===== src/hw/rtl/assert_macros.svh =====
// Assertion macros for the RTL, included by sorted_timer_queue.sv.
`ifndef ASSERT_MACROS_SVH
`define ASSERT_MACROS_SVH
// Check that a condition implies a property on the same edge.
`define ASSERT_IMPL(label, clk, rst_n, cond, prop) \
    label: assert property (@(posedge clk) disable iff (!rst_n) (cond) |-> (prop)) \
        else $error("assertion failed");
// Check that a condition implies a property on the next edge.
`define ASSERT_NEXT(label, clk, rst_n, cond, prop) \
    label: assert property (@(posedge clk) disable iff (!rst_n) (cond) |=> (prop)) \
        else $error("assertion failed");
`endif


===== src/hw/rtl/stq_pkg.sv =====
// Package of types, constants and time helpers for the sorted timer queue.
`timescale 1ns / 1ps
package stq_pkg;
    localparam int TIMER_SLOTS_DEF = 32;
    localparam int MAX_FIRES_DEF   = 63;
    localparam logic [19:0] USEC_MAX     = 20'd999999;
    localparam logic [20:0] USEC_PER_SEC = 21'd1000000;

    localparam logic [2:0] FUNC_ADD      = 3'd0;
    localparam logic [2:0] FUNC_DEL_ID   = 3'd1;
    localparam logic [2:0] FUNC_DEL_SVC  = 3'd2;
    localparam logic [2:0] FUNC_CHECK    = 3'd3;
    localparam logic [2:0] FUNC_CLEAR    = 3'd4;
    localparam logic [2:0] FUNC_RST_MAX  = 3'd5;

    localparam logic [1:0] ST_OK      = 2'd0;
    localparam logic [1:0] ST_INVALID = 2'd1;
    localparam logic [1:0] ST_FULL    = 2'd2;

    typedef struct packed {
        logic [31:0] exp_sec;
        logic [19:0] exp_usec;
        logic [31:0] per_sec;
        logic [19:0] per_usec;
        logic [15:0] owner;
        logic [31:0] id;
    } entry_t;

    typedef struct packed {
        logic        kind;
        logic [1:0]  status;
        logic [31:0] tid;
        logic [15:0] svc;
        logic [31:0] dsec;
        logic [19:0] dusec;
        logic        armed;
        logic [31:0] msec;
        logic [19:0] musec;
        logic        last;
    } result_t;

    function automatic logic [19:0] sat_usec(input logic [19:0] v);
        sat_usec = (v > USEC_MAX) ? USEC_MAX : v;
    endfunction

    function automatic logic time_le(input logic [31:0] as, input logic [19:0] au,
                                     input logic [31:0] bs, input logic [19:0] bu);
        time_le = (as < bs) || ((as == bs) && (au <= bu));
    endfunction
endpackage


===== src/hw/rtl/stq_time_unit.sv =====
// Shared time adder/subtractor: a + b or a - b over seconds plus microseconds.
`timescale 1ns / 1ps
module stq_time_unit (
    input  logic        sub,
    input  logic [31:0] a_sec,
    input  logic [19:0] a_usec,
    input  logic [31:0] b_sec,
    input  logic [19:0] b_usec,
    output logic [31:0] r_sec,
    output logic [19:0] r_usec
);
    import stq_pkg::*;
    logic [20:0] us_sum;
    logic [20:0] us_dif;
    always_comb begin
        us_sum = {1'b0, a_usec} + {1'b0, b_usec};
        us_dif = {1'b0, a_usec} - {1'b0, b_usec};
        if (sub) begin
            if (a_usec >= b_usec) begin
                r_usec = us_dif[19:0];
                r_sec  = a_sec - b_sec;
            end else begin
                r_usec = 20'(us_dif + USEC_PER_SEC);
                r_sec  = a_sec - b_sec - 32'd1;
            end
        end else begin
            if (us_sum >= USEC_PER_SEC) begin
                r_usec = 20'(us_sum - USEC_PER_SEC);
                r_sec  = a_sec + b_sec + 32'd1;
            end else begin
                r_usec = us_sum[19:0];
                r_sec  = a_sec + b_sec;
            end
        end
    end
endmodule


===== config.mk =====
export PLATFORM = sky130hd
export DESIGN_NAME = stq_time_unit
export DESIGN_NICKNAME = d
export VERILOG_FILES = /design/src/hw/rtl/assert_macros.svh /design/src/hw/rtl/stq_pkg.sv /design/src/hw/rtl/stq_time_unit.sv
export SDC_FILE = /design/constraint.sdc
export NUM_CORES = 1
export LEC_CHECK = 0
export CORE_MARGIN = 5
export CORE_UTILIZATION = 45
export DETAILED_ROUTE_END_ITERATION = 8
export DONT_BUFFER_PORTS = 1
export PLACE_DENSITY = 0.6
export REMOVE_ABC_BUFFERS = 1
export SLEW_MARGIN = 15
export SYNTH_ARGS = -nofsm -noshare
export SYNTH_HDL_FRONTEND = slang
export SYNTH_SLANG_ARGS = --single-unit

===== constraint.sdc =====
create_clock -name vclk -period 13.1
set_clock_uncertainty 0.15 [all_clocks]
set_input_delay 1.31 -clock vclk [all_inputs]
set_output_delay 1.31 -clock vclk [all_outputs]
set_load 0.05 [all_outputs]

# After elaboration in Yosys (flattened, before gate mapping)
# Cells that the tools add are included.
[word_totals] register_bits=0 latch_bits=0 ramBits=0 mem_bits_ro=0 in_bits=105 output_inout_bits=52 wordCells=16 memories=0
[classes] add_sub_neg=8 mul=0 div_mod_pow=0 magnitude_cmp=2 n_eq_ne=0 n_shift=0 muxes=6 bitwise=0 n_reduce_logical=0
[op_table] operator="32-bit two-way mux" n=3
[op_table] operator="20-bit two-way mux" n=3
[op_table] operator="32-bit by 1-bit adder with 32-bit output, second input constant" n=1
[op_table] operator="32-bit adder" n=1
[op_table] operator="32-bit by 1-bit subtractor with 32-bit output, second input constant" n=1
[op_table] operator="32-bit subtractor" n=1
[op_table] operator="20-bit by 20-bit adder with 21-bit output" n=1
[op_table] operator="21-bit by 20-bit >= comparator with 1-bit output, second input constant" n=1
[op_table] operator="20-bit adder, second input constant" n=1
[op_table] operator="20-bit >= comparator" n=1
[op_table] operator="20-bit subtractor" n=1
[op_table] operator="20-bit subtractor, second input constant" n=1

# Longest topological paths before layout
[logic_depth] depth_word=4 depth_mapped=20 depth_no_buf=19

# Worst setup path before layout
# Ideal clock, no wire load.
[synth_path] kind="input port to output port" from="input b_usec[1]" to="output r_usec[9]" t_arrival_ns=5.699 required_ns=11.640 slack_ns=5.941 path_stages=17 path_buffers=1 cell_sequence="inv_1 ha_1 nand2b_1 a2111o_1 a2111oi_0 a211oi_1 ha_1 nand3_1 nor2_1 and4b_1 and3_1 a21boi_0 a211oi_4 a21o_2 buf_4 and3_1 o31ai_1"
[synth_via] elab_chain_len=4 word_cells_on_any_way=9 classes_between="add/sub: 4; order compare: 2; mux: 3"
[synth_rtl] item="start: declaration" line="stq_time_unit.sv:8" rtl="input logic [19:0] b_usec,"
[synth_rtl] item="20-bit by 20-bit adder with 21-bit output / 20-bit subtractor (equally long branches)" line="stq_time_unit.sv:16, stq_time_unit.sv:17"
[synth_rtl] item="20-bit subtractor (tied with other cells)" line="stq_time_unit.sv:28" rtl="r_usec = 20'(us_sum - USEC_PER_SEC);"
[synth_rtl] item="20-bit two-way mux (on tied branches)" line="stq_time_unit.sv:27, stq_time_unit.sv:19"
[synth_rtl] item="20-bit two-way mux (*)" line="stq_time_unit.sv:18" rtl="if (sub) begin"
[synth_rtl] item="end: declaration" line="stq_time_unit.sv:10" rtl="output logic [19:0] r_usec"
# Mark *: on every way between the ends. The rest lies on a longest branch, timed or not.

# Worst setup path in the final report
[layout_path] from="input b_usec[4]" to="output r_sec[15]"
[layout_via] elab_chain_len=4 word_cells_on_any_way=6 classes_between="add/sub: 1; order compare: 2; mux: 3"
[layout_rtl] item="20-bit by 20-bit adder with 21-bit output" line="stq_time_unit.sv:16" rtl="us_sum = {1'b0, a_usec} + {1'b0, b_usec};"
[layout_rtl] item="21-bit by 20-bit >= comparator with 1-bit output" line="stq_time_unit.sv:27" rtl="if (us_sum >= USEC_PER_SEC) begin"
[layout_rtl] item="32-bit two-way mux" line="stq_time_unit.sv:27"
[layout_rtl] item="32-bit two-way mux (*)" line="stq_time_unit.sv:18"
[layout_rtl] item="end: declaration" line="stq_time_unit.sv:9" rtl="output logic [31:0] r_sec,"
# Marked as above.

==> metrics.md <==
| Metric | Value |
|---|---|
| Setup violators final | 0 |
| Worst slew pin tran | 1.152 ns |
| ANT cells | 0 |
| Slew Viols, Final | 0 |
| Area contributors post-synth | ha_1 15%, xnor2_1 11%, nand2_1 4.8% |
| Status | finished, final reports clean |
| Maxcap violations | 0 |
| CP required | 11.64 ns |
| Dpl ws | 5.393 ns |
| Total placed instance area | 9117 um^2 |
| Worst setup EP type | primary output |
| Largest net degree at the start of global routing | 95 |
| Hold wc startpoint | sub |
| Die Wd | 151.6 um |
| Share of cells above drive strength 1 | 5.521% |
| Normalized max-slew margin | between 20% and 30% |
| Ys Warns | 0 |
| Critical path class | input port to primary output |
| Final min period | between 7 and 8 ns |
| 1st-pass router iterations | 5 |
| Gr usage total | between 20% and 30% |
| Initial antenna violation count | 0 |
| Clock buf count | 0 |
| Initial Util | 46.05% |
| Fin. Hold Viols | 0 |
| Syn Area/Cell | 6.798 um^2 |
| Net Sw Power | 0.0004917 W |
| Port bufs | 0 |
| Wl on met1 | roughly 12 mm |
| Residual DRC | 0 |
| Count leader, synth | xnor2_1 |
| GRT overflow | 0 |
| Number of global-route vias before repair | 8802 |
| FFs & Latches | 0 |
| Area growth from synthesis to layout | 1.068% |
| Post-cts resize count | 0 |
| ANT nets after route | 0 |
| DR WL met2 | 13.35 mm |
| Gate power share | 100.0% |
| Area leader, netlist | ha_1 |
| Post-CTS Setup Bufs | 0 |
| Die height | 151.6 um |
| Sequential area share after synthesis | 0% |
| Via-per-instance ratio | approximately 6.1 |
| CP Launch Point | b_usec[4] |
| Int Power | approximately 0.00021 W |
| Rows | 51 |
| CP max FO | 32 |
| Peak VDD IR | approximately 0.027 mV |
| Unrepaired setup endpoints after global routing | no |
| Sw Share | between 60 and 70% |
| Yosys top cell area share | between 10% and 20% |
| Hold Path Class | input port to primary output |
| Post-Syn Area | 9021 um^2 |
| Gpl congestion | 0.9323 |
| Core ar. | 19590 um^2 |
| Hold buffer count at CTS | 0 |
| Critical Path AT | between 6 and 7 ns |
| Final period util | 58.94% |
| Setup TNS | 0 ns |
| Die area | 22980 um^2 |
| Crit start category | input port |
| Clock power frac | 0% |
| Pwr dens | 77.41 nW/um^2 |
| Synth cell types | 104 |
| Vias | approximately 9300 |
| Most frequent cells after synthesis | 117 x xnor2_1, 116 x nand2_1, 109 x inv_1 |
| WL met3 | around 1.5 mm |
| Post-layout util | 46.54% |
| Average wire per standard cell | 18.13 um |
| Part of the power in registers | 0% |
| Final WS setup | 5.379 ns |
| Dpl hpwl | approximately 23 mm |
| Hold EP | r_sec[2] |
| DR iter-0 viols | roughly 570 |
| Routed WL | 27.79 mm |
| Sequential cell area | 0 um^2 |
| Worst Hold Path Cells | 1 |
| Post-Syn Instances | 1327 |
| FMAX | 129.5 MHz |
| Nets | 1486 |
| Fin area | 9117 um^2 |
| First-pass GRT wire length | 43.93 mm |
| Io pins | approximately 160 |
| Static Leak | 3.624 nW |
| Highest metal used | met4 |
==> logic make-up (layout without fill, tap and decap cells) <==
| group | after synthesis | after routing | synth area share (%) |
|---|---|---|---|
| AOI/OAI and AO/OA | 398 | 398 | 31.26 |
| xor gates and xnor gates | 153 | 153 | 14.85 |
| adders and majority gates | 111 | 111 | 15.73 |
| buffers and inverters | 178 | 119 | 7.878 |
| muxes | 12 | 12 | 1.345 |
| and+or+nand+nor | 475 | 475 | 28.93 |
==> stage by stage <==
stage	hold slack (ns)	instances	total power, W
after floorplan	2.750	1263	0.0005709
after global placement	2.679	1533	0.0006985
after detailed placement	2.680	1533	0.0006997
after CTS	2.680	1533	0.0007029
after global routing	2.686	1533	0.0007613
final	2.686	1533	0.0007057
==> power by group through the flow <==
| stage | clock, W | combinational (W) | sequential, W |
|---|---|---|---|
| final | 0 | 0.000706 | 0 |
| after global routing | 0 | 0.000761 | 0 |
| after floorplan | 0 | 0.000571 | 0 |
| after detailed placement | 0 | 0.000700 | 0 |
| after global placement | 0 | 0.000698 | 0 |
| after CTS | 0 | 0.000703 | 0 |
==> layer usage <==
metal	vias to the layer above	global-route usage (%)
met5	-	0
met4	0	5.211
met3	44	2.052
met2	284	40.74
met1	4240	29.88
li1	4715	-
==> how the worst max path moves through the flow <==
stage / slack [ns] / cells past startpoint / to
after floorplan: 5.83 / 17 / r_sec[9]
after global placement: 5.51 / 17 / r_sec[19]
after detailed placement: 5.39 / 17 / r_sec[15]
after CTS: 5.38 / 17 / r_sec[15]
after global routing: 5.00 / 17 / r_sec[16]
final: 5.38 / 17 / r_sec[15]
==> placed cells by master (no fill, tap or decap), types with 10 or more instances in the layout <==
cell type,instances
a211o_1,10
a211oi_1,16
a21o_1,23
a21oi_1,82
a31oi_1,13
and2_1,13
and3_1,12
ha_1,107
inv_1,109
mux2i_1,11
nand2_1,116
nand2b_1,17
nand3_1,33
nand4_1,21
nor2_1,80
nor2b_1,21
nor3_1,48
nor4_1,20
o211ai_1,15
o21a_1,13
o21ai_0,61
o21ai_1,36
o21bai_1,10
o31ai_1,17
or2_2,10
or3_1,17
xnor2_1,117
xor2_1,36
==> critical path, stage by stage <==
cell and delay, ns:
inv_1 0.02, ha_1 0.45, inv_1 0.14, a221oi_2 0.52
a2111oi_0 0.21, a211oi_1 0.47, ha_1 0.24, nand3_1 0.07
nor2_1 0.08, and4b_1 0.20, and3_1 0.20, a21boi_0 0.15
a211oi_4 0.38, a21o_2 0.57, nand3_1 0.17, xnor2_1 0.17
o21ai_1 0.89
==> cell type report <==
cell class	instances	area [um^2]
fillers	2123	10470
multi-input cells	1149	8320
inverters	114	427.9
well taps	265	331.6
repair buffers	5	37.54
No activity file was read; power rests on OpenSTA's default activity.
